### src/hw/rtl/nearest_neighbor_frame_scaler_defines.svh
// Assertion macros for the nearest neighbour frame scaler.
// Included by files that carry concurrent checks; needs a clock and a reset in scope.
`ifndef NEAREST_NEIGHBOR_FRAME_SCALER_DEFINES_SVH
`define NEAREST_NEIGHBOR_FRAME_SCALER_DEFINES_SVH
`ifndef SYNTHESIS
// condition holds -> expression holds in the same cycle
`define NNFS_ASSERT_NOW(label, cond, expr) \
   label: assert property (@(posedge clock) disable iff (reset) (cond) |-> (expr)) \
      else $error("nnfs: same-cycle check failed");
// condition holds -> expression holds in the next cycle
`define NNFS_ASSERT_NEXT(label, cond, expr) \
   label: assert property (@(posedge clock) disable iff (reset) (cond) |=> (expr)) \
      else $error("nnfs: next-cycle check failed");
`else
`define NNFS_ASSERT_NOW(label, cond, expr)
`define NNFS_ASSERT_NEXT(label, cond, expr)
`endif
`endif

### src/hw/rtl/nnfs_pkg.sv
// Shared types and constants for the nearest neighbour frame scaler.
// No dependencies; used by every module of the block.
`timescale 1ns / 1ps

package nnfs_pkg;

   // default output raster and fixed frame store geometry
   localparam int OUT_WIDTH_DEFAULT  = 1920;
   localparam int OUT_HEIGHT_DEFAULT = 1080;
   localparam int STORE_WIDTH        = 1920;
   localparam int STORE_HEIGHT       = 1080;
   localparam int STORE_DEPTH        = STORE_WIDTH * STORE_HEIGHT;

   localparam int ADDR_W      = $clog2(STORE_DEPTH);
   localparam int PIXEL_W     = 16;
   localparam int SIZE_W      = 11;
   localparam int COORD_W     = 12;  // widest output raster coordinate
   localparam int CSR_INDEX_W = 2;
   localparam int QUEUE_DEPTH = 2;

   // register indexes
   localparam logic [CSR_INDEX_W-1:0] CSR_SOURCE_WIDTH  = 2'd0;
   localparam logic [CSR_INDEX_W-1:0] CSR_SOURCE_HEIGHT = 2'd1;
   localparam logic [CSR_INDEX_W-1:0] CSR_FLIP_ROWS     = 2'd2;
   localparam logic [CSR_INDEX_W-1:0] CSR_SCALE_TO_FILL = 2'd3;

   // beat kinds
   localparam logic KIND_LOAD = 1'b0;
   localparam logic KIND_SCAN = 1'b1;

   // live configuration, sizes already saturated
   typedef struct packed {
      logic [SIZE_W-1:0] width;
      logic [SIZE_W-1:0] height;
      logic              flip;
      logic              fill;
      logic [ADDR_W-1:0] area;
   } cfg_type;

   // one classified beat on its way from front to back
   typedef struct packed {
      logic               kind;
      logic [PIXEL_W-1:0] pixel;
      logic [ADDR_W-1:0]  load_addr;
      logic [COORD_W-1:0] col;
      logic [COORD_W-1:0] row;
      logic               last;
      logic [SIZE_W-1:0]  width;
      logic [SIZE_W-1:0]  height;
      logic               flip;
      logic               fill;
   } entry_type;

   typedef struct packed {
      logic full;
      logic empty;
   } queue_status_type;

endpackage

### src/hw/rtl/nnfs_queue.sv
// Short queue of classified entries between the front and back ends.
// Depends on nnfs_pkg.
`timescale 1ns / 1ps

module nnfs_queue (
   input  logic                       clock,
   input  logic                       reset,
   input  logic                       push_i,
   input  nnfs_pkg::entry_type        data_i,
   input  logic                       pop_i,
   output nnfs_pkg::entry_type        data_o,
   output nnfs_pkg::queue_status_type status_o
);
   import nnfs_pkg::*;

   localparam int PTR_W = (QUEUE_DEPTH > 1) ? $clog2(QUEUE_DEPTH) : 1;
   localparam int CNT_W = $clog2(QUEUE_DEPTH + 1);

   function automatic logic [PTR_W-1:0] next_ptr(input logic [PTR_W-1:0] p);
      logic [PTR_W-1:0] r;
      r = (p == PTR_W'(QUEUE_DEPTH - 1)) ? '0 : p + PTR_W'(1);
      return r;
   endfunction

   entry_type        slots_ff [QUEUE_DEPTH];
   logic [PTR_W-1:0] wr_ptr_ff, wr_ptr_in;
   logic [PTR_W-1:0] rd_ptr_ff, rd_ptr_in;
   logic [CNT_W-1:0] count_ff, count_in;

   always_comb begin
      wr_ptr_in = push_i ? next_ptr(wr_ptr_ff) : wr_ptr_ff;
      rd_ptr_in = pop_i ? next_ptr(rd_ptr_ff) : rd_ptr_ff;
      count_in  = count_ff;
      if (push_i && !pop_i) count_in = count_ff + CNT_W'(1);
      else if (pop_i && !push_i) count_in = count_ff - CNT_W'(1);
   end

   always_ff @(posedge clock) begin
      if (reset) begin
         wr_ptr_ff <= '0;
         rd_ptr_ff <= '0;
         count_ff  <= '0;
      end else begin
         wr_ptr_ff <= wr_ptr_in;
         rd_ptr_ff <= rd_ptr_in;
         count_ff  <= count_in;
      end
   end

   // payload slots
   always_ff @(posedge clock) begin
      if (push_i) slots_ff[wr_ptr_ff] <= data_i;
   end

   assign data_o         = slots_ff[rd_ptr_ff];
   assign status_o.full  = (count_ff == CNT_W'(QUEUE_DEPTH));
   assign status_o.empty = (count_ff == '0);

endmodule

### config.mk
export PLATFORM = sky130hd
export DESIGN_NAME = nnfs_queue
export DESIGN_NICKNAME = d
export VERILOG_FILES = /design/src/hw/rtl/nearest_neighbor_frame_scaler_defines.svh /design/src/hw/rtl/nnfs_pkg.sv /design/src/hw/rtl/nnfs_queue.sv
export SDC_FILE = /design/constraint.sdc
export NUM_CORES = 1
export LEC_CHECK = 0
export BUFFER_PORTS_ARGS = -buffer_cell sky130_fd_sc_hd__buf_4
export CAP_MARGIN = 20
export CORE_MARGIN = 2
export CORE_UTILIZATION = 49
export CTS_BUF_LIST = sky130_fd_sc_hd__clkbuf_8
export DETAILED_ROUTE_END_ITERATION = 10
export MAX_ROUTING_LAYER = met4
export PLACE_DENSITY = 0.89
export SYNTH_ARGS = -nofsm -noshare
export SYNTH_HDL_FRONTEND = slang
export SYNTH_SLANG_ARGS = --single-unit
### constraint.sdc
create_clock -name clock -period 5.2 [get_ports clock]
set_clock_uncertainty 0.2 [all_clocks]
set_input_delay 0.52 -clock clock [delete_from_list [all_inputs] [get_ports clock]]
set_output_delay 0.52 -clock clock [all_outputs]
set_load 0.1 [all_outputs]
; Word-level counts from Yosys, hierarchy flattened
; Memories as Yosys holds them, arrays and structs flattened. A register that Yosys moved wholly into a read port is not among the register bits.
; Index checks and enable logic that the tools add are counted.
[word_totals]
ram_bits = 174
register_bits = 4
n_memories = 1
romBits = 0
latch_bits = 0
in_bits = 91
[op_classes]
bitwise_logic = 0
reduce_logical = 6
order_cmp = 0
n_mul = 0
n_eq_ne = 1
mux = 8
n_addsub = 4
div = 0
n_shift = 0
[mem_list]
columns = memory, depth, word_bits, rd, rd_ports_with_merged_regs, write_ports, line_no
row1 = slots_ff, 2, 87, 1, 1, 1, nnfs_queue.sv:25  ; entry_type slots_ff [QUEUE_DEPTH];
[op_table]
columns = operator, count
row1 = $mux 1, 6
row2 = $mux 2, 2
row3 = $add 1x1->1 const B, 2
row4 = $add 2x1->2 const B, 1
row5 = $eq 2x2->1 const B, 1
row6 = $logic_and 1x1->1, 2
row7 = $logic_not 1->1, 2
row8 = $logic_not 2->1, 1
row9 = $reduce_bool 2->1, 1
row10 = $sub 2x1->2 const B, 1

; Depth between registers and ports, before layout
[depth]
word_depth = 4
ltp_mapped = 5
mapped_depth_nobuf = 5

; Least setup slack after synthesis
; Ideal clock, no wire load.
[synth_timing]
path_type = input to register
startpoint = in push_i
endpoint = mem slots_ff[0][0] (netlist name), enable pin
path_slack_ns = 0.140
t_arrival_ns = 4.317
stages = 1
t_required_ns = 4.456
cell_sequence = nor2b_1
[synth_between]
elab_chain_len = 2
[synth_lines]
columns = element, line_no
row1 = start: declaration, nnfs_queue.sv:8  ; input logic push_i,
row2 = $mux 1, nnfs_queue.sv:52  ; if (push_i) slots_ff[wr_ptr_ff] <= data_i;
row3 = $mux 1 (not written as such), nnfs_queue.sv:52
row4 = end: declaration, nnfs_queue.sv:25
; No other way between the ends.

==> impl_metrics.ini <==
[clock_network]
cts_inserted_buffers = 17
hold_buffers = 0
cts_setup_buffers = 0
clockBufferDepth = 2
clkSinkCount = 179
htree_levels = 4
clk_latency_ns = 0.45
clk_pin_slew_ns = 0.09
postCtsResizedCells = 0
cts_tree = built
cts_root_buffer = clkbuf_8

[logic_synthesis]
synth_cells = 293
synth-seq-area-share_pct = 80.6
ys_warn_count = 0
synth-main-ff-cell = edfxtp_1
synth_area_sq_um = 6600
synth_edf_count = 174
syn_area_per_cell_sq_um = 22.5
yosysTopAreaCell = edfxtp_1
synth_top_area_share_pct = 79.1
ys_types = 16
synth-seq-cells = 179
syn-num-nets = 385
synthTopCellsByArea = edfxtp_1 (79%), mux2_2 (9.7%), mux2_4 (6.8%)
async_flop_share_pct = 0
synth_commonest_cells = edfxtp_1 (174), mux2_2 (57), mux2_4 (30)
synth.most_common_cell = edfxtp_1

[worst_setup_path]
crit_path_end_kind = output port
crit_fanout = 63
worstPathArrival_ns = 2.57
required_ns = 4.48
path_cells = buf_4 -> mux2_2 -> buf_4
critPathKind = reg2out
crit_slowest_cell = dfxtp_4
crit_family = flip-flops
crit_buf_inv = 2
critical_path.startpoint_type = register
slowest_delay_ns = 0.99
cp_common_cell = buf_4

[global_route]
grt_max_degree = 88
grt_pass1_wl_microns = 17800
track_usage_pct = 17.2
grt-ovfl-total = 0
first_global_vias = 3564
antenna_found_initial = 0

[hold_path]
hp-class = in2reg

[timing]
relSlewSlack_pct = 35.4
setup_tns_ns = 0
clock.fmax_ghz = 0.304
fin_crit_ns = 3.29
final_max_slew_viol_count = 0
setup_viol = 0
period_share_pct = 63.2
hold_viol = 0
worst_pin_slew_ns = 0.970
rsz0062_at_grt = no

[finish]
insertedDiodeCount = 0
fin_nets = 577
nFillCells = 917
design_area_sq_um = 8570
syn_to_final_growth_pct = 29.8
layout-drive-gt1-share_pct = 60.8

[floorplanning]
rows = 42
die_w_microns = 120
initial_core_util_pct = 50.1
die_y_microns = 120
die-area_sq_um = 14400
ios = 180
coreArea_sq_um = 13200

[placement]
post-dp-hpwl_microns = 7790
placed_area_sq_um = 8120
portBuffers = 179
gp_congestion = 0.720

[detailed_routing]
wirelength_microns = 11900
vias_per_cell = 4.98
vias = 3352
firstDrtPassIters = 4
wl_per_cell_microns = 17.6
ant_nets = 0
drc = 0
drt_iter0_markers = 177

[power_and_ir_drop]
irDropWorstVdd_uv = 276
p_seq_share_pct = 47.2
power_switching_mw = 1.22
power_frac_comb_pct = 25.7
power_density_nw_per_um2 = 427
leakage_nw = 3.26
clockPowerShare_pct = 27.1
p_int_mw = 2.44
switching_share_pct = 33.3

[run]
drv_cap = 0

[run_status]
status = complete, no violations
metal layers:
layer / global-route usage (%) / vias up / part of all wire (%)
li1: - / 1533 / -
met1: 18.7 / 1670 / 38
met2: 29.5 / 134 / 54
met3: 5.61 / 15 / 6.4
met4: 6.54 / 0 / 1.2
met5: - / - / 0
power groups by stage:
stage               logic, mW  clock network, mW  registers [mW]
floorplan               0.758                  0            1.74
global placement        0.928                  0            1.75
detailed placement      0.941                  0            1.76
CTS                     0.943               1.02            1.73
global route            0.964               1.07            1.74
finish                  0.940              0.992            1.73
area by class of cell:
class                   count  area [sq um]  share of cell area (%)
multi-input cells         103          1200                    14.0
repair buffers            183          1390                    16.3
flip-flops and latches    179          5330                    62.2
clock buffers              17           234                    2.73
clock inverters            14           188                    2.19
well taps                 176           220                    2.57
inverters                   1          3.75                  0.0438
final timing paths:
| check | startpoint | to | slack, ns | cells after the start |
|---|---|---|---|---|
| worst max register to register | wr_ptr_ff | slots_ff[1][32] | 3.42 | 2 |
| worst min register to register | rd_ptr_ff | register | 0.33 | 2 |
| worst max-delay path | register | data_o[31] | 1.91 | 3 |
| worst min-delay path | data_i[86] | slots_ff[1][86] | 0.05 | 1 |
placed cells by master, fill, tap and decap left out, drive strengths merged, types with 4 or more instances in the layout:
cell type / count
dfxtp: 5
inv: 4
buf: 183
edfxtp: 174
clkinvlp: 5
nor2: 5
mux2: 87
clkbuf: 17
bufinv: 4
registers in the layout, indices dropped and copies added, names as in the netlist, named ones only:
name and count:
count_ff 2, rd_ptr_ff 1, slots_ff 174, wr_ptr_ff 1
per-stage QoR:
stage | worst slack, ns | util, % | hold slack (ns) | power (mW) | instances
floorplan | 0.140 | - | 0.261 | 2.50 | 293
CTS | 1.84 | 64.8 | 0.00667 | 3.69 | 672
global route | 1.76 | 65.0 | 0.00449 | 3.77 | 673
detailed placement | 2.36 | 61.6 | 0.303 | 2.70 | 641
global placement | 2.41 | 61.6 | 0.275 | 2.68 | 641
finish | 1.91 | 65.0 | 0.0467 | 3.66 | 673
logic make-up after synthesis:
group           after synthesis  synth area share, %
xor+xnor                      4                0.531
fa+ha+maj                     1                0.189
simple gates                  9                0.663
mux                          87                 16.5
flops                       179                 80.6
buf+inv                      11                 1.29
compound gates                2                0.151
(Power assumes the default switching activity.)
