### src/hw/rtl/nearest_neighbor_frame_scaler_defines.svh
// Assertion macros for the nearest neighbour frame scaler.
// Included by files that carry concurrent checks; needs a clock and a reset in scope.
`ifndef NEAREST_NEIGHBOR_FRAME_SCALER_DEFINES_SVH
`define NEAREST_NEIGHBOR_FRAME_SCALER_DEFINES_SVH
`ifndef SYNTHESIS
// condition holds -> expression holds in the same cycle
`define NNFS_ASSERT_NOW(label, cond, expr) \
   label: assert property (@(posedge clock) disable iff (reset) (cond) |-> (expr)) \
      else $error("nnfs: same-cycle check failed");
// condition holds -> expression holds in the next cycle
`define NNFS_ASSERT_NEXT(label, cond, expr) \
   label: assert property (@(posedge clock) disable iff (reset) (cond) |=> (expr)) \
      else $error("nnfs: next-cycle check failed");
`else
`define NNFS_ASSERT_NOW(label, cond, expr)
`define NNFS_ASSERT_NEXT(label, cond, expr)
`endif
`endif

### src/hw/rtl/nnfs_pkg.sv
// Shared types and constants for the nearest neighbour frame scaler.
// No dependencies; used by every module of the block.
`timescale 1ns / 1ps

package nnfs_pkg;

   // default output raster and fixed frame store geometry
   localparam int OUT_WIDTH_DEFAULT  = 1920;
   localparam int OUT_HEIGHT_DEFAULT = 1080;
   localparam int STORE_WIDTH        = 1920;
   localparam int STORE_HEIGHT       = 1080;
   localparam int STORE_DEPTH        = STORE_WIDTH * STORE_HEIGHT;

   localparam int ADDR_W      = $clog2(STORE_DEPTH);
   localparam int PIXEL_W     = 16;
   localparam int SIZE_W      = 11;
   localparam int COORD_W     = 12;  // widest output raster coordinate
   localparam int CSR_INDEX_W = 2;
   localparam int QUEUE_DEPTH = 2;

   // register indexes
   localparam logic [CSR_INDEX_W-1:0] CSR_SOURCE_WIDTH  = 2'd0;
   localparam logic [CSR_INDEX_W-1:0] CSR_SOURCE_HEIGHT = 2'd1;
   localparam logic [CSR_INDEX_W-1:0] CSR_FLIP_ROWS     = 2'd2;
   localparam logic [CSR_INDEX_W-1:0] CSR_SCALE_TO_FILL = 2'd3;

   // beat kinds
   localparam logic KIND_LOAD = 1'b0;
   localparam logic KIND_SCAN = 1'b1;

   // live configuration, sizes already saturated
   typedef struct packed {
      logic [SIZE_W-1:0] width;
      logic [SIZE_W-1:0] height;
      logic              flip;
      logic              fill;
      logic [ADDR_W-1:0] area;
   } cfg_type;

   // one classified beat on its way from front to back
   typedef struct packed {
      logic               kind;
      logic [PIXEL_W-1:0] pixel;
      logic [ADDR_W-1:0]  load_addr;
      logic [COORD_W-1:0] col;
      logic [COORD_W-1:0] row;
      logic               last;
      logic [SIZE_W-1:0]  width;
      logic [SIZE_W-1:0]  height;
      logic               flip;
      logic               fill;
   } entry_type;

   typedef struct packed {
      logic full;
      logic empty;
   } queue_status_type;

endpackage

### src/hw/rtl/nnfs_csr.sv
// Configuration registers of the frame scaler, with size saturation and frame area.
// Depends on nnfs_pkg.
`timescale 1ns / 1ps

module nnfs_csr #(
   parameter int OUT_WIDTH  = nnfs_pkg::OUT_WIDTH_DEFAULT,
   parameter int OUT_HEIGHT = nnfs_pkg::OUT_HEIGHT_DEFAULT
) (
   input  logic                             clock,
   input  logic                             reset,
   input  logic                             csr_wr_en,
   input  logic [nnfs_pkg::CSR_INDEX_W-1:0] csr_index,
   input  logic [nnfs_pkg::SIZE_W-1:0]      csr_wdata,
   output nnfs_pkg::cfg_type                cfg_o
);
   import nnfs_pkg::*;

   localparam int WIDTH_LIM  = (OUT_WIDTH < STORE_WIDTH) ? OUT_WIDTH : STORE_WIDTH;
   localparam int HEIGHT_LIM = (OUT_HEIGHT < STORE_HEIGHT) ? OUT_HEIGHT : STORE_HEIGHT;

   function automatic logic [SIZE_W-1:0] clamp_size(input logic [SIZE_W-1:0] v,
                                                    input logic [SIZE_W-1:0] lim);
      logic [SIZE_W-1:0] r;
      r = v;
      if (v == '0) r = SIZE_W'(1);
      else if (v > lim) r = lim;
      return r;
   endfunction

   logic [SIZE_W-1:0]   width_ff, width_in;
   logic [SIZE_W-1:0]   height_ff, height_in;
   logic                flip_ff, flip_in;
   logic                fill_ff, fill_in;
   logic [ADDR_W-1:0]   area_ff, area_in;
   logic [2*SIZE_W-1:0] area_prod;

   // register writes; the area follows the sizes in the same edge
   always_comb begin
      width_in  = width_ff;
      height_in = height_ff;
      flip_in   = flip_ff;
      fill_in   = fill_ff;
      if (csr_wr_en) begin
         case (csr_index)
            CSR_SOURCE_WIDTH:  width_in  = clamp_size(csr_wdata, SIZE_W'(WIDTH_LIM));
            CSR_SOURCE_HEIGHT: height_in = clamp_size(csr_wdata, SIZE_W'(HEIGHT_LIM));
            CSR_FLIP_ROWS:     flip_in   = csr_wdata[0];
            CSR_SCALE_TO_FILL: fill_in   = csr_wdata[0];
            default: ;
         endcase
      end
      area_prod = (2*SIZE_W)'(width_in) * (2*SIZE_W)'(height_in);
      area_in   = area_prod[ADDR_W-1:0];
   end

   always_ff @(posedge clock) begin
      if (reset) begin
         width_ff  <= SIZE_W'(WIDTH_LIM);
         height_ff <= SIZE_W'(HEIGHT_LIM);
         flip_ff   <= 1'b0;
         fill_ff   <= 1'b0;
         area_ff   <= ADDR_W'(WIDTH_LIM * HEIGHT_LIM);
      end else begin
         width_ff  <= width_in;
         height_ff <= height_in;
         flip_ff   <= flip_in;
         fill_ff   <= fill_in;
         area_ff   <= area_in;
      end
   end

   assign cfg_o.width  = width_ff;
   assign cfg_o.height = height_ff;
   assign cfg_o.flip   = flip_ff;
   assign cfg_o.fill   = fill_ff;
   assign cfg_o.area   = area_ff;

endmodule

### config.mk
export PLATFORM = sky130hd
export DESIGN_NAME = nnfs_csr
export DESIGN_NICKNAME = d
export VERILOG_FILES = /design/src/hw/rtl/nearest_neighbor_frame_scaler_defines.svh /design/src/hw/rtl/nnfs_pkg.sv /design/src/hw/rtl/nnfs_csr.sv
export SDC_FILE = /design/constraint.sdc
export NUM_CORES = 1
export LEC_CHECK = 0
export BUFFER_PORTS_ARGS = -buffer_cell sky130_fd_sc_hd__buf_4
export CAP_MARGIN = 10
export CORE_MARGIN = 2
export CORE_UTILIZATION = 55
export DETAILED_ROUTE_END_ITERATION = 7
export GPL_ROUTABILITY_DRIVEN = 0
export PLACE_DENSITY = 0.87
export REMOVE_ABC_BUFFERS = 1
export SYNTH_ARGS = -nofsm -noshare
export SYNTH_HDL_FRONTEND = slang
export SYNTH_SLANG_ARGS = --single-unit
### constraint.sdc
create_clock -name clock -period 6.3 [get_ports clock]
set_clock_uncertainty 0.1 [all_clocks]
set_input_delay 1.26 -clock clock [delete_from_list [all_inputs] [get_ports clock]]
set_output_delay 1.26 -clock clock [all_outputs]
set_load 0.01 [all_outputs]
; Word level (Yosys, flattened, before mapping)
; Index checks and enable logic that the tools add are counted.
[word_totals]
in_bits = 16
ff_bits = 45
word_cells = 23
out_inout_bits = 45
[classes]
mux = 8
multipliers = 1
n_eq_ne = 3
n_lt_le_gt_ge = 2
reduce_logical = 4
[ops]
columns = cell, count
row1 = $mux W11, 8
row2 = $gt A11 B11 Y1 const B, 2
row3 = $mul A11 B11 Y21, 1
row4 = $logic_not A11 Y1, 1
row5 = $eq A2 B2 Y1 const B, 2
row6 = $reduce_and A2 Y1, 2
row7 = $eq A2 B1 Y1 const B, 1
row8 = $logic_not A2 Y1, 1

; Depth between registers and ports, before layout
; Gate-level depths: netlist (run 1).
[logic_depth]
depth_word = 6
mapped_depth = 25

; Worst setup path before layout (run 1)
; Ideal clock, no wire load.
[synth_timing]
path_type = input-to-reg
start = input port csr_index[1] in the netlist's numbering
end = register area_ff[20]
slack_ns = -0.444
path_buffers = 3
path_stages = 22
arrival_time_ns = 6.530
required_time_ns = 6.086
path_cell_list = or3b_1 -> buf_6 -> buf_6 -> a22oi_1 -> buf_2 -> nor2_1 -> fa_1 -> fa_1 -> inv_1 -> fa_1 -> inv_1 -> fa_1 -> inv_1 -> fa_1 -> inv_1 -> ha_1 -> a21oi_1 -> nor3_1 -> a211oi_1 -> a21oi_1 -> or3_1 -> a21o_1
[synth_via]
elab_chain_cells = 4
word_cells_on_any_way = 7
cone_classes = mul (1) / eq/ne (1) / mux (4) / reduce/logical (1)
[synth_rtl]
columns = item, line_no
row1 = start: declaration, nnfs_csr.sv:12  ; input logic [nnfs_pkg::CSR_INDEX_W-1:0] csr_index,
row2 = $eq A2 B1 Y1 / $logic_not A2 Y1 (equally long branches), nnfs_csr.sv:44  ; case (csr_index)
row3 = $mux W11, nnfs_csr.sv:44
row4 = $mux W11, nnfs_csr.sv:43  ; if (csr_wr_en) begin
row5 = $mul A11 B11 Y21 (*), nnfs_csr.sv:52  ; area_prod = (2*SIZE_W)'(width_in) * (2*SIZE_W)'(height_in);
row6 = end signal: assignment, nnfs_csr.sv:62  ; area_ff <= ADDR_W'(WIDTH_LIM * HEIGHT_LIM);
row7 = end signal: assignment, nnfs_csr.sv:68  ; area_ff <= area_in;
row8 = end: declaration, nnfs_csr.sv:34  ; logic [ADDR_W-1:0] area_ff, area_in;
; Every way passes the cells marked *; elsewhere a longest branch is shown, timed or not.
; A chain may end at the register's enable or synchronous reset.

; Worst setup path in the final report (run 1)
[layout_timing]
start = input port csr_wdata[7] in the netlist's numbering
end = register area_ff[20]
[layout_via]
elab_chain_cells = 6
word_cells_on_any_way = 12
cone_classes = mul (1) / order compare (2) / mux (8) / reduce/logical (1)
[layout_rtl]
columns = item, line_no
row1 = start: declaration, nnfs_csr.sv:13  ; input logic [nnfs_pkg::SIZE_W-1:0] csr_wdata,
row2 = $gt A11 B11 Y1, nnfs_csr.sv:26  ; else if (v > lim) r = lim;
row3 = $mux W11, nnfs_csr.sv:26
row4 = $mux W11, nnfs_csr.sv:25  ; if (v == '0) r = SIZE_W'(1);
row5 = $mux W11, nnfs_csr.sv:44
row6 = $mux W11, nnfs_csr.sv:43
row7 = $mul A11 B11 Y21 (*), nnfs_csr.sv:52
; Marked as above.

==> impl_results.md, run 1 <==
- CTS tree: yes
- CP max-delay cell: fa_1
- P_leak: about 3.8 nW
- Internal: between 1 and 1.5 mW
- Die width: roughly 100 um
- WP data arrival: between 7 and 8 ns
- Worst Setup End Kind: flip-flop
- Relative slew slack: between 20% and 30%
- Drt wl/cell: between 20 and 25 um
- Count of input and output buffers: 60
- Setup ws final: -0.5596 ns
- Simple-gate share of the synthesized area: 20.22%
- GRT overflow: 0
- Critical Path RT: roughly 6.5 ns
- Post-Synthesis Cell Area: ~5600 um2
- Met2 wire length: 10720 um
- Metal1 wirelength: about 7000 um
- Hold WC Path Type: reg -> reg
- Fillcell total: 543
- Min-delay src: flip_ff
- Starting DRC count in detailed routing: 722
- Hpwl dp: roughly 12000 um
- Largest area contributor in the netlist: fa_1
- Clk buf depth: 2
- Max rail drop VDD: around 300 uV
- Tcrit/Tclk final: 108.9%
- Max Freq: around 150 MHz
- Number of synthesized flops with an enable pin: 0
- Post-cts hold buffer count: 0
- Ant diodes: 0
- Register area share after synthesis: 16.18%
- Run status: complete, but fails checks
- Worst Path Max Fanout: 4
- Distinct cells, synth: 56
- Ratio of cells with drive above 1 in the final layout: 38.94%
- CTS buffer count: 5
- Fin crit period: 6.860 ns
- Pre-CTS worst setup slack: -1.085 ns
- Total GRT Usage: 36.38%
- Largest cells by area after synthesis: fa_1 28%, dfxtp_1 16%, ha_1 13%
- H-tree levels: 2
- Post-route DRC: 0
- Top layer in use: met4
- Max_cap viols: 0
- Critical Path Source Type: input pin
- Synth Area in Adders: between 40% and 50%
- Synth Instances: about 640
- Initial antenna violation count: 0
- Post-synthesis sequential element count: 45
- Ys async rst share: 0%
- Post-layout util: 78.77%
- CP Launch Point: csr_wdata[7]
- Measured slew at the worst slew-check pin: approximately 1.1 ns
- Sw frac: 44.68%
- Root Buffer: clkbuf_8
- Vias: around 6000
- Mux contribution to synthesized area: a little over 3%
- Setup tns final: -5.518 ns
- Clk_lat worst skew: roughly 0.35 ns
- Most frequent cells in the layout: 173 x buf_4, 97 x nor2_1, 77 x inv_1
- Syn Area/Cell: approximately 9 um2
- Yosys Warn Count: 0
- Core Area: between 9000 and 10000 um2
- Final Hold Viols: 0
- Net count, final: 960
- Clock power frac: a little under a tenth
- Die Y: 104.6 um
- Pins Over Slew Limit: 0
- First-pass GRT wire length: 31100 um
- Combinational family with the most area after synthesis: adder cells
- Layout area overhead: 38.89%
- Top_reg_cell synth: dfxtp_1
- Most common cell after layout, fill and taps aside: buf_4
- Top cell type's share of synthesized area: 28.40%
- Synth Area in Compound Gates: a little under a tenth
- Clock Sinks: 45
- Clk slew on worst S/H paths: roughly 0.10 ns
- Power share of the combinational group: around three quarters
- Sw power: 0.9643 mW
- RSZ-0062 raised after global routing: yes
- XOR/XNOR share of the synthesized area: 1.258%
- Worst R2R Start: height_ff[4]
- Metal3 WL: roughly 2800 um
- Placed Instances: 913
- Antenna Nets Post-Route: 0
- Post-Layout Cell Count: 942
- Highest cell delay on the worst timing path: roughly 0.62 ns
- Row cnt: 36
- Vias per inst: approximately 6.4
- Power Dens Cells: 279.0 nW/um2
- Largest net degree at the start of global routing: 56
- Critical path, cell by cell: buf_4 -> nor4_4 -> buf_4 -> o21ai_2 -> nand2_2 -> buf_6 -> buf_4 -> a32oi_4 -> nand2b_1 -> fa_1 -> fa_1 -> inv_2 -> fa_2 -> fa_1 -> inv_2 -> fa_2 -> inv_2 -> ha_4 -> nand3_4 -> nor2_4 -> nand3_2 -> a21oi_2 -> o21ai_0 -> a21o_1
- Vias in the first global route: 6136
- Sequential share of power: between 10% and 20%
- Final setup fails: 13
- Num ports: 61
- Critical path class: in -> reg
- Starting Density: between 50% and 60%
- Drt first pass iters: 8
- Violated checks: negative setup slack
- Final WL: 23360 um
- Die area: between 10000 and 15000 um2
==> path summary, 6_finish.rpt <==
kind                       to  slack (ns)  depth (start not counted)
setup / recovery  area_ff[20]       -0.56                         24
hold / removal        flip_ff        0.43                          2
setup reg to reg  area_ff[20]        0.87                         20
hold reg to reg       flip_ff        0.43                          2
==> power by group through the flow <==
stage / clock network, mW / logic [mW] / registers (mW)
floorplan: 0 / 0.654 / 0.367
global placement: 0 / 1.11 / 0.350
detailed placement: 0 / 1.18 / 0.349
CTS: 0.192 / 1.36 / 0.344
global route: 0.214 / 1.72 / 0.347
finish: 0.206 / 1.61 / 0.346
==> synthesized netlist by cell type (all sizes together) (5+ instances only) <==
cell,instances
nand3,9
nor2b,12
ha,57
or2,8
a22o,5
a211oi,6
mux2i,11
nand2b,22
xnor2,7
dfxtp,45
nor3,12
nor2,109
a21oi,17
nand2,42
o21a,8
a21o,5
a22oi,6
clkbuf,11
o21ai,19
inv,92
fa,79
buf,14
==> state kept, by name, indices dropped and copies added (netlist names) <==
signal / cells
width_ff: 11
fill_ff: 1
flip_ff: 1
height_ff: 11
area_ff: 21
==> area by class of cell <==
class | count | area, um2 | area share (%)
inverters | 92 | 345.3 | 4.465
repair buffers | 189 | 1496 | 19.35
flip-flops and latches | 45 | 900.9 | 11.65
clock inverters | 3 | 21.27 | 0.2750
clock buffers | 5 | 68.82 | 0.8897
multi-input cells | 475 | 4736 | 61.23
well taps | 133 | 166.4 | 2.151
==> worst max-delay path, delay by kind of cell <==
family | cells | cell delay [ns]
buf+inv | 7 | 0.84
simple gates | 6 | 1.14
fa+ha+maj | 6 | 3.02
compound gates | 5 | 0.73
==> cell families (layout without fill, tap and decap cells) <==
| group | after synthesis | after routing |
|---|---|---|
| buf+inv | 117 | 289 |
| flops | 45 | 45 |
| compound gates | 78 | 78 |
| xor+xnor | 8 | 8 |
| fa+ha+maj | 136 | 136 |
| simple gates | 238 | 238 |
| mux | 15 | 15 |
==> what timing repair did <==
item	CTS	global route
pin swaps	61	22
resized for setup	85	54
endpoints found under the setup margin	12	14
buffers inserted	14	10
==> metal layers <==
layer  up-vias  global-route usage, %
met5         -                      0
met1      2809                  39.86
met4         0                  24.86
met3       258                  8.734
li1       2379                      -
met2       596                  62.23
==> through the flow <==
step	cell area [um2]	power [mW]	hold WS (ns)
2_1_floorplan	5439	1.021	0.4279
3_3_place_gp	6892	1.461	0.3798
3_5_place_dp	6892	1.526	0.3888
4_1_cts	7443	1.897	0.4202
5_1_grt	7735	2.277	0.4584
6_report	7735	2.158	0.4253
Power figures use the tool's default switching activity.
==> inputs of run 2 (changes only) <==
--- a/config.mk
+++ b/config.mk
@@ -5,13 +5,12 @@
 export SDC_FILE = /design/constraint.sdc
 export NUM_CORES = 1
 export LEC_CHECK = 0
-export BUFFER_PORTS_ARGS = -buffer_cell sky130_fd_sc_hd__buf_4
-export CAP_MARGIN = 10
 export CORE_MARGIN = 2
 export CORE_UTILIZATION = 55
 export DETAILED_ROUTE_END_ITERATION = 7
+export DONT_BUFFER_PORTS = 1
 export GPL_ROUTABILITY_DRIVEN = 0
-export PLACE_DENSITY = 0.87
+export PLACE_DENSITY = 0.82
 export REMOVE_ABC_BUFFERS = 1
 export SYNTH_ARGS = -nofsm -noshare
 export SYNTH_HDL_FRONTEND = slang
==> run 2 against run 1 <==
  * The flow finishes with violations (design-rule violations, negative setup slack)
  * Routed wire length is 15% lower
  * Power fell by 12%
  * Setup slack worse by 0.090 ns
  * Combinational power shrank 20%
  * Die area did not move
  * Final area is 9.2% lower
  * Critical path type unchanged
  * Non-clock buffer count shrank 76
  * Sequential share of layout area is 1.2 points higher
  * Cell count fell by 8.1%
  * Register-to-register slack got worse by 0.06 ns
  * Global-route usage decreased by 4.2 points
  * First-iteration DRC count rose by 8.2%
  * Largest power group unchanged
==> impl_results.md, run 2 (synthesis gave the netlist of run 1 again) <==
- Final Hold Viols: 0
- Root Buffer: clkbuf_8
- Post-route DRC: 1
- Run status: complete, but fails checks
- Measured slew at the worst slew-check pin: between 0.5 and 0.6 ns
- Highest cell delay on the worst timing path: approximately 0.53 ns
- Power Dens Cells: around 270 nW/um2
- Pins Over Slew Limit: 0
- Max_cap viols: 0
- Die Y: approximately 100 um
- Max rail drop VDD: 256.5 uV
- Worst Hold End: flip_ff
- Starting Density: between 50% and 60%
- Hpwl dp: 11500 um
- Worst Path Max Fanout: 5
- P_leak: between 3 and 4 nW
- Fin crit period: 6.949 ns
- Vias: between 5000 and 6000
- Min-delay src: flip_ff
- First-pass GRT wire length: 27830 um
- Overall Power: about 1.9 mW
- Placed Instances: around 840
- Antenna Nets Post-Route: 0
- Drt wl/cell: around 23 um
- Critical Path Source Type: input pin
- Layout area overhead: 26.17%
- RSZ-0062 raised after global routing: yes
- Total GRT Usage: ~32%
- Final setup fails: 13
- Tcrit/Tclk final: 110.3%
- Setup ws final: -0.6494 ns
- Clk buf depth: 2
- Max Freq: ~140 MHz
- Largest regs: area_ff x21, height_ff x11, width_ff x11
- Critical Path RT: roughly 6.4 ns
- Clk_lat worst skew: approximately 0.32 ns
- Clk slew on worst S/H paths: 0.10 ns
- Pre-CTS worst setup slack: -0.6713 ns
- Drt first pass iters: 8
- Vias per inst: between 6 and 7
- Critical path class: in -> reg
- Num ports: slightly above 60
- CP max-delay cell: fa_1
- CP dominant cell by count: fa_1
- H-tree levels: 2
- Reg2Reg Depth: 21
- Count of input and output buffers: 0
- Net count, final: just under 900
- GRT overflow: 0
- Most frequent cells in the layout: 104 x buf_4, 103 x nor2_1, 82 x inv_1
- R2r setup slk: between 0.8 and 0.9 ns
- Vias in the first global route: between 5000 and 6000
- Die area: around 11000 um2
- Setup tns final: -5.187 ns
- Top reg by flops: area_ff
- CTS buffer count: 5
- Hold WC Path Type: reg -> reg
- Initial antenna violation count: 0
- Fillcell total: a little over 600
- Largest net degree at the start of global routing: 56
- Starting DRC count in detailed routing: ~800
- Most common cell after layout, fill and taps aside: buf_4
- Relative slew slack: between 50% and 60%
- WP data arrival: between 7 and 8 ns
- Post-Layout Cell Count: about 870
- Worst Setup End Kind: flip-flop
- Core Area: between 9000 and 10000 um2
- Clock Sinks: 45
- Max reg flops: 21
- CTS tree: yes
- Final WL: between 15000 and 20000 um
- Post-layout util: a little under three quarters
- Worst R2R Start: width_ff[5]
- Ratio of cells with drive above 1 in the final layout: 28.92%
- Ant diodes: 0
- Die width: approximately 100 um
- Row cnt: 36
- RR Endpoint: area_ff[20]
- Violated checks: design-rule violations, negative setup slack
- Worst Hold Depth: 2
run 2: area by class of cell:
class                   instances  area [um2]  area share [%]
multi-input cells             475        4599           65.46
flip-flops and latches         45       900.9           12.82
repair buffers                113       899.6           12.80
clock inverters                 3       46.29          0.6588
inverters                      92       345.3           4.915
clock buffers                   5       68.82          0.9793
well taps                     133       166.4           2.368
run 2: worst max-delay path: cells and delay by family:
kind / cells / cell delay (ns)
simple gates: 6 / 1.40
compound gates: 6 / 1.09
fa+ha+maj: 6 / 2.52
buf+inv: 7 / 0.78
run 2: worst max-delay path by stage:
stage                 start          end  slack (ns)  depth (start not counted)
3_5_place_dp   csr_index[1]  area_ff[20]       -0.67                         21
2_1_floorplan  csr_index[1]  area_ff[20]       -1.01                         19
5_1_grt        csr_wdata[7]  area_ff[20]       -0.73                         25
3_3_place_gp   csr_index[1]  area_ff[20]       -0.50                         21
4_1_cts        csr_index[1]  area_ff[20]       0.007                         22
6_report       csr_wdata[7]  area_ff[20]       -0.65                         25
run 2: routing by layer:
layer,up-vias,wire length (um),track usage (%)
met4,0,1789,20.48
li1,2224,-,-
met2,472,9288,55.60
met5,-,0,0
met3,163,2229,7.548
met1,2631,6513,35.55
run 2: metrics by stage:
| step | hold slack [ns] | area (um2) |
|---|---|---|
| final | 0.4709 | 7027 |
| after global routing | 0.5055 | 7027 |
| after CTS | 0.4709 | 6700 |
| after detailed placement | 0.4476 | 6336 |
| after global placement | 0.4451 | 6336 |
| after floorplan | 0.4279 | 5439 |
run 2: power by group:
group	internal, mW	switching (mW)	total [mW]
logic	0.623	0.660	1.28
registers	0.329	0.0419	0.371
clock network	0.119	0.122	0.241
run 2: timing repair:
action / CTS / global route
resized for setup: 52 / 51
endpoints found under the setup margin: 11 / 13
pin swaps: 38 / 52
buffers inserted: 5 / 14
hold buffers: 0 / 0
