**src/hw/rtl/nearest_neighbor_frame_scaler_defines.svh**
```systemverilog
// Assertion macros for the nearest neighbour frame scaler.
// Included by files that carry concurrent checks; needs a clock and a reset in scope.
`ifndef NEAREST_NEIGHBOR_FRAME_SCALER_DEFINES_SVH
`define NEAREST_NEIGHBOR_FRAME_SCALER_DEFINES_SVH
`ifndef SYNTHESIS
// condition holds -> expression holds in the same cycle
`define NNFS_ASSERT_NOW(label, cond, expr) \
   label: assert property (@(posedge clock) disable iff (reset) (cond) |-> (expr)) \
      else $error("nnfs: same-cycle check failed");
// condition holds -> expression holds in the next cycle
`define NNFS_ASSERT_NEXT(label, cond, expr) \
   label: assert property (@(posedge clock) disable iff (reset) (cond) |=> (expr)) \
      else $error("nnfs: next-cycle check failed");
`else
`define NNFS_ASSERT_NOW(label, cond, expr)
`define NNFS_ASSERT_NEXT(label, cond, expr)
`endif
`endif

```
**src/hw/rtl/nnfs_pkg.sv**
```systemverilog
// Shared types and constants for the nearest neighbour frame scaler.
// No dependencies; used by every module of the block.
`timescale 1ns / 1ps

package nnfs_pkg;

   // default output raster and fixed frame store geometry
   localparam int OUT_WIDTH_DEFAULT  = 1920;
   localparam int OUT_HEIGHT_DEFAULT = 1080;
   localparam int STORE_WIDTH        = 1920;
   localparam int STORE_HEIGHT       = 1080;
   localparam int STORE_DEPTH        = STORE_WIDTH * STORE_HEIGHT;

   localparam int ADDR_W      = $clog2(STORE_DEPTH);
   localparam int PIXEL_W     = 16;
   localparam int SIZE_W      = 11;
   localparam int COORD_W     = 12;  // widest output raster coordinate
   localparam int CSR_INDEX_W = 2;
   localparam int QUEUE_DEPTH = 2;

   // register indexes
   localparam logic [CSR_INDEX_W-1:0] CSR_SOURCE_WIDTH  = 2'd0;
   localparam logic [CSR_INDEX_W-1:0] CSR_SOURCE_HEIGHT = 2'd1;
   localparam logic [CSR_INDEX_W-1:0] CSR_FLIP_ROWS     = 2'd2;
   localparam logic [CSR_INDEX_W-1:0] CSR_SCALE_TO_FILL = 2'd3;

   // beat kinds
   localparam logic KIND_LOAD = 1'b0;
   localparam logic KIND_SCAN = 1'b1;

   // live configuration, sizes already saturated
   typedef struct packed {
      logic [SIZE_W-1:0] width;
      logic [SIZE_W-1:0] height;
      logic              flip;
      logic              fill;
      logic [ADDR_W-1:0] area;
   } cfg_type;

   // one classified beat on its way from front to back
   typedef struct packed {
      logic               kind;
      logic [PIXEL_W-1:0] pixel;
      logic [ADDR_W-1:0]  load_addr;
      logic [COORD_W-1:0] col;
      logic [COORD_W-1:0] row;
      logic               last;
      logic [SIZE_W-1:0]  width;
      logic [SIZE_W-1:0]  height;
      logic               flip;
      logic               fill;
   } entry_type;

   typedef struct packed {
      logic full;
      logic empty;
   } queue_status_type;

endpackage

```
**src/hw/rtl/nnfs_front.sv**
```systemverilog
// Front end: takes request beats, keeps the load address and the scan position,
// and pushes classified entries into the queue. Depends on nnfs_pkg.
`timescale 1ns / 1ps

module nnfs_front #(
   parameter int OUT_WIDTH  = nnfs_pkg::OUT_WIDTH_DEFAULT,
   parameter int OUT_HEIGHT = nnfs_pkg::OUT_HEIGHT_DEFAULT
) (
   input  logic                         clock,
   input  logic                         reset,
   input  logic                         req_valid,
   output logic                         req_stall,
   input  logic                         req_kind,
   input  logic [nnfs_pkg::PIXEL_W-1:0] req_pixel_in,
   input  nnfs_pkg::cfg_type            cfg_i,
   input  nnfs_pkg::queue_status_type   q_stat_i,
   output logic                         push_o,
   output nnfs_pkg::entry_type          entry_o
);
   import nnfs_pkg::*;

   localparam int COL_W = $clog2(OUT_WIDTH);
   localparam int ROW_W = $clog2(OUT_HEIGHT);

   logic [COL_W-1:0]  scan_col_ff, scan_col_in;
   logic [ROW_W-1:0]  scan_row_ff, scan_row_in;
   logic [ADDR_W-1:0] load_ff, load_in;
   logic [ADDR_W-1:0] ld_addr, ld_next;
   logic              accept, is_load, col_last, row_last;

   assign req_stall = q_stat_i.full;

   always_comb begin
      accept   = req_valid && !q_stat_i.full;
      is_load  = (req_kind == KIND_LOAD);
      // an address left beyond the frame by a size change restarts at zero
      ld_addr  = (load_ff < cfg_i.area) ? load_ff : '0;
      ld_next  = ld_addr + ADDR_W'(1);
      col_last = (scan_col_ff == COL_W'(OUT_WIDTH - 1));
      row_last = (scan_row_ff == ROW_W'(OUT_HEIGHT - 1));

      load_in     = load_ff;
      scan_col_in = scan_col_ff;
      scan_row_in = scan_row_ff;
      if (accept && is_load) begin
         load_in = (ld_next >= cfg_i.area) ? '0 : ld_next;
      end
      if (accept && !is_load) begin
         if (col_last) begin
            scan_col_in = '0;
            scan_row_in = row_last ? '0 : scan_row_ff + ROW_W'(1);
         end else begin
            scan_col_in = scan_col_ff + COL_W'(1);
         end
      end

      // entry carries a snapshot of the configuration it was taken under
      push_o            = accept;
      entry_o.kind      = req_kind;
      entry_o.pixel     = req_pixel_in;
      entry_o.load_addr = ld_addr;
      entry_o.col       = COORD_W'(scan_col_ff);
      entry_o.row       = COORD_W'(scan_row_ff);
      entry_o.last      = col_last && row_last;
      entry_o.width     = cfg_i.width;
      entry_o.height    = cfg_i.height;
      entry_o.flip      = cfg_i.flip;
      entry_o.fill      = cfg_i.fill;
   end

   always_ff @(posedge clock) begin
      if (reset) begin
         load_ff     <= '0;
         scan_col_ff <= '0;
         scan_row_ff <= '0;
      end else begin
         load_ff     <= load_in;
         scan_col_ff <= scan_col_in;
         scan_row_ff <= scan_row_in;
      end
   end

endmodule

```
**config.mk**
```make
export PLATFORM = sky130hd
export DESIGN_NAME = nnfs_front
export DESIGN_NICKNAME = d
export VERILOG_FILES = /design/src/hw/rtl/nearest_neighbor_frame_scaler_defines.svh /design/src/hw/rtl/nnfs_pkg.sv /design/src/hw/rtl/nnfs_front.sv
export SDC_FILE = /design/constraint.sdc
export NUM_CORES = 1
export LEC_CHECK = 0
export ABC_CLOCK_PERIOD_IN_PS = 5350
export BUFFER_PORTS_ARGS = -buffer_cell sky130_fd_sc_hd__buf_2
export CORE_MARGIN = 3
export CORE_UTILIZATION = 45
export CTS_BUF_LIST = sky130_fd_sc_hd__clkbuf_4 sky130_fd_sc_hd__clkbuf_8 sky130_fd_sc_hd__clkbuf_16
export CTS_CLUSTER_DIAMETER = 30
export CTS_CLUSTER_SIZE = 8
export DETAILED_ROUTE_END_ITERATION = 10
export PLACE_DENSITY = 0.88
export SLEW_MARGIN = 20
export SYNTH_ARGS = -nofsm -noshare
export SYNTH_HDL_FRONTEND = slang
export SYNTH_SLANG_ARGS = --single-unit
```
**constraint.sdc**
```tcl
create_clock -name clock -period 5.35 [get_ports clock]
set_input_delay 0.8025 -clock clock [delete_from_list [all_inputs] [get_ports clock]]
set_output_delay 0.8025 -clock clock [all_outputs]
set_load 0.005 [all_outputs]
```
# ---- Word-level counts from Yosys, hierarchy flattened
# Cells that the tools add are included.
dict set report word_totals {
  output_inout_bits 89
  reg_bits 43
  in_bits 67
  wordCells 21
}
dict set report classes {
  n_eq_ne 2
  order_cmp 2
  reduce_logical 6
  n_mux 4
  addsub 3
  bitwise_logic 1
}
# op n
set ops {}
lappend ops {{$mux 21} 2}
lappend ops {{$add 11x1->11 const B} 2}
lappend ops {{$eq 11x11->1 const B} 2}
lappend ops {{$mux 11} 2}
lappend ops {{$add 21x1->21 const B} 1}
lappend ops {{$ge 21x21->1} 1}
lappend ops {{$lt 21x21->1} 1}
lappend ops {{$logic_and 1x1->1} 4}
lappend ops {{$reduce_and 2->1} 1}
lappend ops {{$logic_not 1->1} 1}
lappend ops {{$not 1->1} 1}

# ---- Logic depth before layout (Yosys ltp)
# Gate-level depths: netlist (run 1).
dict set report logic_depth {
  word_depth 5
  mapped_depth 23
}

# ---- Worst setup path after synthesis (run 1)
# OpenSTA, ideal clock, no wires.
dict set report synth_path {
  path_type {input-to-reg}
  start {input port cfg_i[19] in the netlist's numbering}
  end {register load_ff[18]}
  arrival_time_ns 5.188
  setup_ns 0.074
  setup_slack_ns 0.088
  n_path_buf 2
  path_stages 23
  cell_sequence {inv_1 -> ha_1 -> a21oi_1 -> nand2_1 -> a221o_1 -> nor2_1 -> buf_2 -> nand3_1 -> inv_1 -> ha_1 -> nand4_1 -> nor4_1 -> nand2_1 -> xor2_1 -> nor2_1 -> ha_1 -> nand4_1 -> nor4_1 -> a2111o_1 -> a2111oi_4 -> buf_6 -> a41oi_1 -> a31oi_1}
}
# item line
set synth_rtl {}
lappend synth_rtl {{start: declaration} nnfs_front.sv:15} ;# input nnfs_pkg::cfg_type cfg_i,
lappend synth_rtl {{end signal: assignment} nnfs_front.sv:77} ;# load_ff <= load_in;
lappend synth_rtl {{end: declaration} nnfs_front.sv:27} ;# logic [ADDR_W-1:0] load_ff, load_in;

# ---- Worst setup path after layout (run 1)
dict set report layout_path {
  start {input port cfg_i[16] in the netlist's numbering}
  end {register load_ff[4]}
}
dict set report layout_between {
  elab_chain_len 5
}
# item line
set layout_rtl {}
lappend layout_rtl {{$lt 21x21->1} nnfs_front.sv:37} ;# ld_addr = (load_ff < cfg_i.area) ? load_ff : '0;
lappend layout_rtl {{$mux 21} nnfs_front.sv:37}
lappend layout_rtl {{$add 21x1->21} nnfs_front.sv:38} ;# ld_next = ld_addr + ADDR_W'(1);
lappend layout_rtl {{$ge 21x21->1} nnfs_front.sv:46} ;# load_in = (ld_next >= cfg_i.area) ? '0 : ld_next;
lappend layout_rtl {{$mux 21 *} nnfs_front.sv:46}
# Mark *: on every way between the ends. The rest lies on a longest branch, timed or not.
# A chain may end at the register's enable or synchronous reset.

==> run summary, run 1 <==
GP Congestion: 0.946
H-Tree Depth: 2
Hold Path Class: flop to flop
Max-Cap Viols: 0
clock period minus worst slack: 5.23 ns
layout cells sized above 1: 27.4%
CP required: 5.58 ns
core area: 8380 um^2
VDD IR max: 0.0000978 V
CP Launch Type: primary input
1st-iter DRT viols: 239
CTS tree: built
crit path max-delay cell type: a221o_1
Die Area: 9990 um^2
Crit Path Class: primary input to flop
Post-synth top cells: nor2_1 (52), buf_4 (45), ha_1 (44)
Worst R2R Setup Slack: 0.25 ns
final wirelength: 10.4 mm
max-slew violation count: 0
DR vias: 3895
status: completed
Critical Path Max Stage Delay: 0.35 ns
Detailed Place HPWL: 7.69 mm
clock root cell: clkbuf_8
clock skew: 0.00663 ns
fin area: 4550 um^2
pwr dens: 133 nW/um^2
Syn Area/Cell: 7.91 um^2
top_reg_cell synth: dfxtp_1
register bit total from synthesis: 43
largest net degree at the start of global routing: 48
GR Overflow Total: 0
YS warnings: 0
post-synthesis sequential area ratio: 21.7%
Cell Area, Synth: 3970 um^2
Site Rows: 33
cell count after synthesis: 502
die width: 100 um
DRC Markers: 0
fin nets: 668
vias in the first global route: 3647
worst-path fanout max: 7
worst hold margin: 0.505 ns
Setup TNS Final: 0 ns
Slew @ Worst Pin: 0.761 ns
drt pass-1 iters: 5
Setup Viol. Count Final: 0
GRT Total Usage: 19.3%
Antenna Nets Post-Route: 0
Port Buffers: 72
DP Area: 4260 um^2
clock slew at reported path FFs: 0.09 ns
Initial Util: 47.4%
hold buffers post-CTS: 0
Synth top area share: 21.7%
CTS max path bufs: 2
Post-synth EDFFs: 0
CP Capture Type: flop
data arrival time of the worst path: 5.46 ns
cell mode on critical path: buf_4
Area growth syn-to-layout: 14.6%
Clock Latency Late Sink: 0.29 ns
post-detailed-route via-to-cell ratio: 5.87
Relative slew margins: 49.2%
WL per Instance: 15.7 um
period utilization: 97.7%
Hold Vio Cnt, Final: 0
async set or reset register ratio after synthesis: 0%
Synth cell types: 56
fmax: 0.191 GHz
most area-consuming cells after synthesis: dfxtp_1 (22%), ha_1 (14%), buf_4 (8.5%)
Die Ht: 100 um
most common cell in the netlist: nor2_1
clock sinks: 43
first-pass GRT wire length: 16.3 mm
# IOs: 156
area leader, netlist: dfxtp_1
ANT cells: 0
initial antenna violation count: 0
TritonCTS Buffers: 5
Leak Pwr: 2.17 nW
## layout make-up
cell class	count	area, um^2
repair buffers	113	709
well taps	105	131
multi-input cells	363	2640
clock inverters	2	12.5
clock buffers	6	76.3
flip-flops and latches	43	861
inverters	31	116
fillers	754	3830
## through the flow
step | worst slack, ns | utilization, % | instances | total power, W
3_3_place_gp | -0.138 | 50.8 | 647 | 0.000392
3_5_place_dp | -0.317 | 50.8 | 647 | 0.000395
5_1_grt | -0.0415 | 54.3 | 663 | 0.000632
2_1_floorplan | 0.0875 | - | 503 | 0.000393
6_report | 0.124 | 54.3 | 663 | 0.000606
4_1_cts | 0.0609 | 51.9 | 655 | 0.000604
## cells by family (layout without fill, tap and decap cells)
family,after synthesis,in the layout,synth area share (%)
adders and majority gates,44,44,13.9
muxes,1,1,0.252
xor gates and xnor gates,33,33,7.28
other,1,2,0.0944
DFF,43,43,21.7
buffers and inverters,97,152,15.1
AOI/OAI and AO/OA,74,74,14.0
and+or+nand+nor,209,209,27.8
## cell usage in the layout (no fill, tap or decap), types with 3 or more instances in the layout
cell,netlist,routed
xor2_1,16,16
a21oi_2,0,3
nor3_1,8,8
and3_1,23,21
a41oi_1,11,10
inv_1,31,28
or3_1,3,3
a211oi_1,3,3
and2_1,8,8
o21ai_0,7,6
dfxtp_1,43,43
o21a_1,6,6
nand3_1,19,18
nor2_1,52,51
nand4_1,32,32
nand2_1,34,32
a31oi_1,10,10
clkbuf_8,3,5
buf_2,6,72
nor4_1,6,5
ha_1,44,40
buf_4,45,37
nor2b_1,3,3
inv_2,0,3
nand2b_1,5,5
nand3b_1,3,3
ha_4,0,3
and4_1,5,4
o211ai_1,3,3
a21oi_1,15,12
xnor2_1,17,17
## path summary, 6_finish.rpt
path | start | to | cells after the start
worst max register to register | load_ff[19]$_SDFFE_PP0P_ | load_ff[4]$_SDFFE_PP0P_ | 24
worst min register to register | scan_col_ff[1]$_SDFFE_PP0P_ | scan_col_ff[1]$_SDFFE_PP0P_ | 2
worst min-delay path | scan_col_ff[1]$_SDFFE_PP0P_ | scan_col_ff[1]$_SDFFE_PP0P_ | 2
worst max-delay path | cfg_i[16] | load_ff[4]$_SDFFE_PP0P_ | 26
## metal layers
metal | track usage [%] | vias up | share of wire (%)
li1 | - | 1863 | -
met1 | 24.3 | 1810 | 41
met2 | 33.7 | 175 | 50
met3 | 2.57 | 47 | 7.1
met4 | 7.14 | 0 | 2.8
met5 | 0 | - | 0
## critical path, delay by kind of cell
family | cells | cell delay, ns
adders and majority gates | 3 | 0.82
buffers and inverters | 7 | 0.99
AOI/OAI and AO/OA | 4 | 1.06
and+or+nand+nor | 11 | 1.64
xor gates and xnor gates | 1 | 0.11
## state kept, by name, indices dropped and copies added (netlist names)
name         flops
scan_row_ff     11
scan_col_ff     11
load_ff         21
## report_power, final
part	internal (W)	total, W	switching [W]
Sequential	0.000321	0.000322	0.00000118
Clock	0.0000965	0.000212	0.000115
Combinational	0.0000328	0.0000723	0.0000395
## what timing repair did
action                                  CTS  global route
endpoints found under the setup margin    5            21
cloned                                    0             1
pin swaps                                 0            16
buffers inserted                          0             7
resized for setup                         1            26
Power figures use the tool's default switching activity.
==> run 2, diff against run 1 <==
--- a/config.mk
+++ b/config.mk
@@ -5,13 +5,13 @@
 export SDC_FILE = /design/constraint.sdc
 export NUM_CORES = 1
 export LEC_CHECK = 0
-export ABC_CLOCK_PERIOD_IN_PS = 5350
+export ABC_CLOCK_PERIOD_IN_PS = 4500
 export BUFFER_PORTS_ARGS = -buffer_cell sky130_fd_sc_hd__buf_2
 export CORE_MARGIN = 3
 export CORE_UTILIZATION = 45
 export CTS_BUF_LIST = sky130_fd_sc_hd__clkbuf_4 sky130_fd_sc_hd__clkbuf_8 sky130_fd_sc_hd__clkbuf_16
 export CTS_CLUSTER_DIAMETER = 30
-export CTS_CLUSTER_SIZE = 8
+export CTS_CLUSTER_SIZE = 14
 export DETAILED_ROUTE_END_ITERATION = 10
 export PLACE_DENSITY = 0.88
 export SLEW_MARGIN = 20
==> constraint.sdc (replaced) <==
create_clock -name clock -period 4.5 [get_ports clock]
set_input_delay 0.675 -clock clock [delete_from_list [all_inputs] [get_ports clock]]
set_output_delay 0.675 -clock clock [all_outputs]
set_load 0.005 [all_outputs]
==> run summary, run 2 (same netlist as run 1, synthesis figures left out) <==
status: finished with violations (was completed)
failing checks: setup timing
Pint: 0.000627 W (was 0.000450 W)
CP Capture Type: flop (unchanged)
WL per Instance: 18.1 um (was 15.7 um)
worst-path fanout max: 5 (was 7)
GP Congestion: 0.880 (was 0.946)
DP Area: 4650 um^2 (was 4260 um^2)
CTS tree: built (unchanged)
Setup Viol. Count Final: 21 (was 0)
Area growth syn-to-layout: 33.5% (was 14.6%)
Hold Path Class: flop to flop (unchanged)
post-detailed-route via-to-cell ratio: 6.15 (was 5.87)
Setup WS pre-CTS: -0.661 ns (was -0.317 ns)
biggest regs: load_ff: 21 flops, scan_col_ff: 11 flops, scan_row_ff: 11 flops (unchanged)
GRT Total Usage: 23.8% (was 19.3%)
Detailed Place HPWL: 8.38 mm (was 7.69 mm)
Clock power frac: 39.8% (was 34.9%)
data arrival time of the worst path: 5.20 ns (was 5.46 ns)
H-Tree Depth: 2 (unchanged)
die width: 100 um (unchanged)
Reg power frac: 45.3% (was 53.1%)
final wirelength: 13.0 mm (was 10.4 mm)
ANT cells: 0 (unchanged)
worst setup margin: -0.462 ns (was 0.124 ns)
core area: 8380 um^2 (unchanged)
max reg flops: 21 (unchanged)
# IOs: 156 (unchanged)
DR vias: 4406 (was 3895)
max-slew violation count: 0 (unchanged)
clock period minus worst slack: 4.96 ns
hold buffers post-CTS: 0 (unchanged)
fin nets: 721 (was 668)
TritonCTS Buffers: 5 (unchanged)
Layout fillers: 604 (was 754)
Max-Cap Viols: 0 (unchanged)
initial antenna violation count: 0 (unchanged)
Antenna Nets Post-Route: 0 (unchanged)
Relative slew margins: 39.0% (was 49.2%)
Site Rows: 33 (unchanged)
Hold Vio Cnt, Final: 0 (unchanged)
Slew @ Worst Pin: 0.913 ns (was 0.761 ns)
drt pass-1 iters: 5 (unchanged)
Leak Pwr: 2.48 nW (was 2.17 nW)
leading cell type in the layout, fill and taps excluded: buf_4 (was buf_2)
Initial Util: 47.4% (unchanged)
vias in the first global route: 4229 (was 3647)
Die Area: 9990 um^2 (unchanged)
Clock Latency Late Sink: 0.31 ns (was 0.29 ns)
Port Buffers: 72 (unchanged)
Sw Ratio: 25.9% (was 25.7%)
VDD IR max: 0.000135 V (was 0.0000978 V)
GR Overflow Total: 0 (unchanged)
RSZ-0062 raised after global routing: yes
fmax: 0.202 GHz
pwr dens: 159 nW/um^2 (was 133 nW/um^2)
Psw: 0.000218 W (was 0.000156 W)
CP required: 4.74 ns (was 5.58 ns)
most frequent cells in the layout: buf_4 (87), buf_2 (66), nor2_1 (49) (was buf_2 (72), nor2_1 (51), dfxtp_1 (43))
Most flops, register: load_ff (unchanged)
clock skew: 0.00912 ns (was 0.00663 ns)
Hold Path Cell Cnt: 2 (unchanged)
Worst R2R Path Depth: 24 (unchanged)
clock root cell: clkbuf_8 (unchanged)
Die Ht: 100 um (unchanged)
layout cells sized above 1: 41.1% (was 27.4%)
first-pass GRT wire length: 19.5 mm (was 16.3 mm)
1st-iter DRT viols: 524 (was 239)
period utilization: 110%
fin area: 5310 um^2 (was 4550 um^2)
DRC Markers: 0 (unchanged)
worst hold margin: 0.504 ns (was 0.505 ns)
clock slew at reported path FFs: 0.09 ns (about the same)
CTS max path bufs: 2 (unchanged)
CP Launch Type: primary input (unchanged)
Crit Path Class: primary input to flop (unchanged)
largest net degree at the start of global routing: 49 (was 48)
clock sinks: 43 (unchanged)
Comb pwr share: 14.9% (was 11.9%)
[run 2: changes by cell type in the layout (fill, tap and decap cells not counted), moves of 5 or more]
cell and delta:
ha_4 +10, buf_4 +50, inv_4 +5, ha_1 -12, inv_1 -12, inv_2 +6
buf_6 +10, buf_2 -6
[run 2: path summary, 6_finish.rpt]
check                               from                          end  slack [ns]
max                            cfg_i[13]      load_ff[8]$_SDFFE_PP0P_       -0.46
min          scan_col_ff[1]$_SDFFE_PP0P_  scan_col_ff[1]$_SDFFE_PP0P_        0.50
max reg2reg     load_ff[13]$_SDFFE_PP0P_      load_ff[8]$_SDFFE_PP0P_       -0.35
min reg2reg  scan_col_ff[1]$_SDFFE_PP0P_  scan_col_ff[1]$_SDFFE_PP0P_        0.50
[run 2: cell type report]
class,count,area [um^2],area share (%)
timing repair buffer,166,1130,21.3
clock inverter,2,38.8,0.731
multi-input combinational,363,2920,55.0
tap,105,131,2.48
sequential,43,861,16.2
clock buffer,6,82.6,1.56
inverter,31,141,2.67
[run 2: timing repair]
item,CTS,global route
pin swaps,24,34
buffers inserted,15,7
setup endpoints to repair,21,21
gates cloned,2,0
resized for setup,51,28
[run 2: critical path, stage by stage]
cell	delay, ns
buf_2	0.09
inv_2	0.05
ha_4	0.25
nand4_1	0.13
buf_4	0.18
nor4_4	0.31
buf_4	0.19
o311ai_4	0.11
and3_4	0.21
ha_4	0.16
buf_4	0.16
nand2_2	0.07
nor2_1	0.05
and2_4	0.17
xnor2_2	0.17
nor2_2	0.06
ha_1	0.35
a21oi_2	0.21
o21ai_2	0.10
a2111o_1	0.48
a2111oi_4	0.32
buf_4	0.21
buf_6	0.14
buf_6	0.10
nand4_1	0.09
mux2i_1	0.14
[run 2: power by group through the flow]
stage | Sequential [W] | Combinational, W | Clock [W]
floorplan | 0.000392 | 0.0000791 | 0
global placement | 0.000392 | 0.0000892 | 0
detailed placement | 0.000392 | 0.0000939 | 0
CTS | 0.000383 | 0.000114 | 0.000336
global route | 0.000383 | 0.000135 | 0.000353
finish | 0.000383 | 0.000126 | 0.000336
[run 2: metrics by stage]
step | cells | utilization [%] | power [W] | TNS (ns)
2_1_floorplan | 503 | - | 0.000471 | -3.33
3_3_place_gp | 685 | 55.5 | 0.000481 | -8.94
3_5_place_dp | 685 | 55.5 | 0.000486 | -12.46
4_1_cts | 710 | 61.2 | 0.000833 | -3.99
5_1_grt | 716 | 63.3 | 0.000871 | -11.22
6_report | 716 | 63.3 | 0.000845 | -8.13
[run 2: routing by layer]
layer | up-vias | track usage, % | wire [um] | part of all wire [%]
met5 | - | 0 | 0 | 0
met3 | 84 | 4.93 | 1210 | 9.3
met1 | 2055 | 28.6 | 5020 | 39
met4 | 0 | 12.7 | 591 | 4.6
met2 | 292 | 39.7 | 6140 | 47
li1 | 1975 | - | - | -
==> run 3, diff against run 2 <==
--- a/config.mk
+++ b/config.mk
@@ -6,13 +6,13 @@
 export NUM_CORES = 1
 export LEC_CHECK = 0
 export ABC_CLOCK_PERIOD_IN_PS = 4500
-export BUFFER_PORTS_ARGS = -buffer_cell sky130_fd_sc_hd__buf_2
 export CORE_MARGIN = 3
-export CORE_UTILIZATION = 45
+export CORE_UTILIZATION = 59
 export CTS_BUF_LIST = sky130_fd_sc_hd__clkbuf_4 sky130_fd_sc_hd__clkbuf_8 sky130_fd_sc_hd__clkbuf_16
 export CTS_CLUSTER_DIAMETER = 30
 export CTS_CLUSTER_SIZE = 14
 export DETAILED_ROUTE_END_ITERATION = 10
+export DONT_BUFFER_PORTS = 1
 export PLACE_DENSITY = 0.88
 export SLEW_MARGIN = 20
 export SYNTH_ARGS = -nofsm -noshare
==> run summary, run 3 (same netlist as run 1, synthesis figures left out) <==
status: finished with violations (unchanged)
failing checks: setup timing (unchanged)
post-detailed-route via-to-cell ratio: 6.64 (was 6.15)
total power: 0.000757 W (was 0.000845 W)
Die Ht: 88.1 um (was 100 um)
die width: 88.1 um (was 100 um)
CTS max path bufs: 2 (unchanged)
Setup Viol. Count Final: 18 (was 21)
VDD IR max: 0.000133 V (was 0.000135 V)
final wirelength: 12.0 mm (was 13.0 mm)
H-Tree Depth: 2 (unchanged)
biggest regs: load_ff: 21 flops, scan_col_ff: 11 flops, scan_row_ff: 11 flops (unchanged)
max reg flops: 21 (unchanged)
largest net degree at the start of global routing: 48 (was 49)
clock sinks: 43 (unchanged)
drt pass-1 iters: 5 (unchanged)
# IOs: 156 (unchanged)
Area growth syn-to-layout: 21.3% (was 33.5%)
data arrival time of the worst path: 4.92 ns (was 5.20 ns)
RSZ-0062 raised after global routing: yes (unchanged)
Hold Startpoint: reset (was scan_col_ff[1]$_SDFFE_PP0P_)
fmax: 0.213 GHz (was 0.202 GHz)
pwr dens: 157 nW/um^2 (was 159 nW/um^2)
TritonCTS Buffers: 5 (unchanged)
Max-Cap Viols: 0 (unchanged)
Site Rows: 29 (was 33)
layout cells sized above 1: 33.0% (was 41.1%)
Port Buffers: 0 (was 72)
clock period minus worst slack: 4.70 ns (was 4.96 ns)
RR Startpoint: load_ff[1]$_SDFFE_PP0P_ (was load_ff[13]$_SDFFE_PP0P_)
Worst R2R Setup Slack: -0.19 ns (was -0.35 ns)
fin util: 75.0% (was 63.3%)
vias in the first global route: 3825 (was 4229)
GP Congestion: 0.924 (was 0.880)
DR vias: 3977 (was 4406)
1st-iter DRT viols: 536 (was 524)
first-pass GRT wire length: 18.3 mm (was 19.5 mm)
CP Capture Type: flop (unchanged)
worst setup margin: -0.199 ns (was -0.462 ns)
CP required: 4.72 ns (was 4.74 ns)
Slew @ Worst Pin: 0.868 ns (was 0.913 ns)
clock skew: 0.00555 ns (was 0.00912 ns)
initial antenna violation count: 0 (unchanged)
DRC Markers: 0 (unchanged)
GRT Total Usage: 29.6% (was 23.8%)
Clock Latency Late Sink: 0.31 ns (about the same)
Layout fillers: 434 (was 604)
worst-path fanout max: 7 (was 5)
CP startpoint: cfg_i[1] (was cfg_i[13])
fin nets: 632 (was 721)
Die Area: 7750 um^2 (was 9990 um^2)
period utilization: 104% (was 110%)
WL per Instance: 20.0 um (was 18.1 um)
Crit Path Class: primary input to flop (unchanged)
Hold Path Class: primary input to flop (was flop to flop)
Relative slew margins: 42.0% (was 39.0%)
Hold Vio Cnt, Final: 0 (unchanged)
core area: 6420 um^2 (was 8380 um^2)
max-slew violation count: 0 (unchanged)
Initial Util: 61.9% (was 47.4%)
Most flops, register: load_ff (unchanged)
clock root cell: clkbuf_8 (unchanged)
Detailed Place HPWL: 8.01 mm (was 8.38 mm)
GR Overflow Total: 0 (unchanged)
Antenna Nets Post-Route: 0 (unchanged)
hold buffers post-CTS: 0 (unchanged)
CP Launch Type: primary input (unchanged)
ANT cells: 0 (unchanged)
leading cell type in the layout, fill and taps excluded: buf_4 (unchanged)
most frequent cells in the layout: buf_4 (72), nor2_1 (50), dfxtp_1 (34) (was buf_4 (87), buf_2 (66), nor2_1 (49))
Leak Pwr: 2.00 nW (was 2.48 nW)
clock slew at reported path FFs: 0.10 ns (was 0.09 ns)
CTS tree: built (unchanged)
## run 3: final timing paths
path | endpoint | cells past startpoint
hold reg to reg | scan_col_ff[1]$_SDFFE_PP0P_ | 2
setup reg to reg | load_ff[15]$_SDFFE_PP0P_ | 21
hold / removal | scan_row_ff[1]$_SDFFE_PP0P_ | 1
setup / recovery | load_ff[15]$_SDFFE_PP0P_ | 22
## run 3: cell type report
type	count	area (um^2)	area share (%)
clock buffer	5	68.8	1.43
inverter	31	179	3.71
multi-input combinational	363	2950	61.3
sequential	43	875	18.1
timing repair buffer	77	622	12.9
clock inverter	3	26.3	0.545
tap	77	96.3	2.00
## run 3: stage by stage
stage	setup WS (ns)	cells	setup TNS (ns)	instance area, um^2	hold WS (ns)
6_report	-0.199	599	-2.19	4820	0.425
5_1_grt	-0.406	599	-6.03	4820	0.413
4_1_cts	-0.0413	598	-0.0747	4660	0.414
3_5_place_dp	-0.488	584	-8.43	4260	0.516
3_3_place_gp	-0.357	584	-5.80	4260	0.499
2_1_floorplan	-0.243	503	-3.33	4110	0.456
## run 3: what timing repair did
item | CTS | global route
cloned | 2 | 0
gates resized for setup | 49 | 41
setup endpoints to repair | 17 | 21
hold endpoints to repair | 0 | 0
pin swaps | 16 | 14
setup buffers | 4 | 2
## run 3: routing by layer
metal	GRT usage (%)	wire length (um)	up-vias
met2	51.0	5790	286
met1	36.0	4410	1831
met4	10.0	419	0
met5	0	0	-
li1	-	-	1797
met3	7.34	1340	63
## run 3: report_power, final
part / internal (W) / switching (W) / total [W]
sequential: 0.000381 / 0.00000168 / 0.000383
clock: 0.000116 / 0.000159 / 0.000275
combinational: 0.0000479 / 0.0000519 / 0.0000998
total: 0.000544 / 0.000213 / 0.000757
## run 3: worst max-delay path: stages
cell and delay, ns:
inv_8 0.02, ha_4 0.15, nor4_4 0.29, a211oi_2 0.13, o311ai_4 0.38, and3_4 0.27
ha_4 0.15, nand4_1 0.14, buf_4 0.18, nor4_4 0.18, nand2_1 0.14, xor2_1 0.15
nor2_1 0.10, ha_1 0.25, nand4_1 0.18, nor4_2 0.08, a2111o_1 0.40, a2111oi_4 0.38
buf_6 0.20, buf_12 0.14, a41oi_1 0.13, a31oi_1 0.20
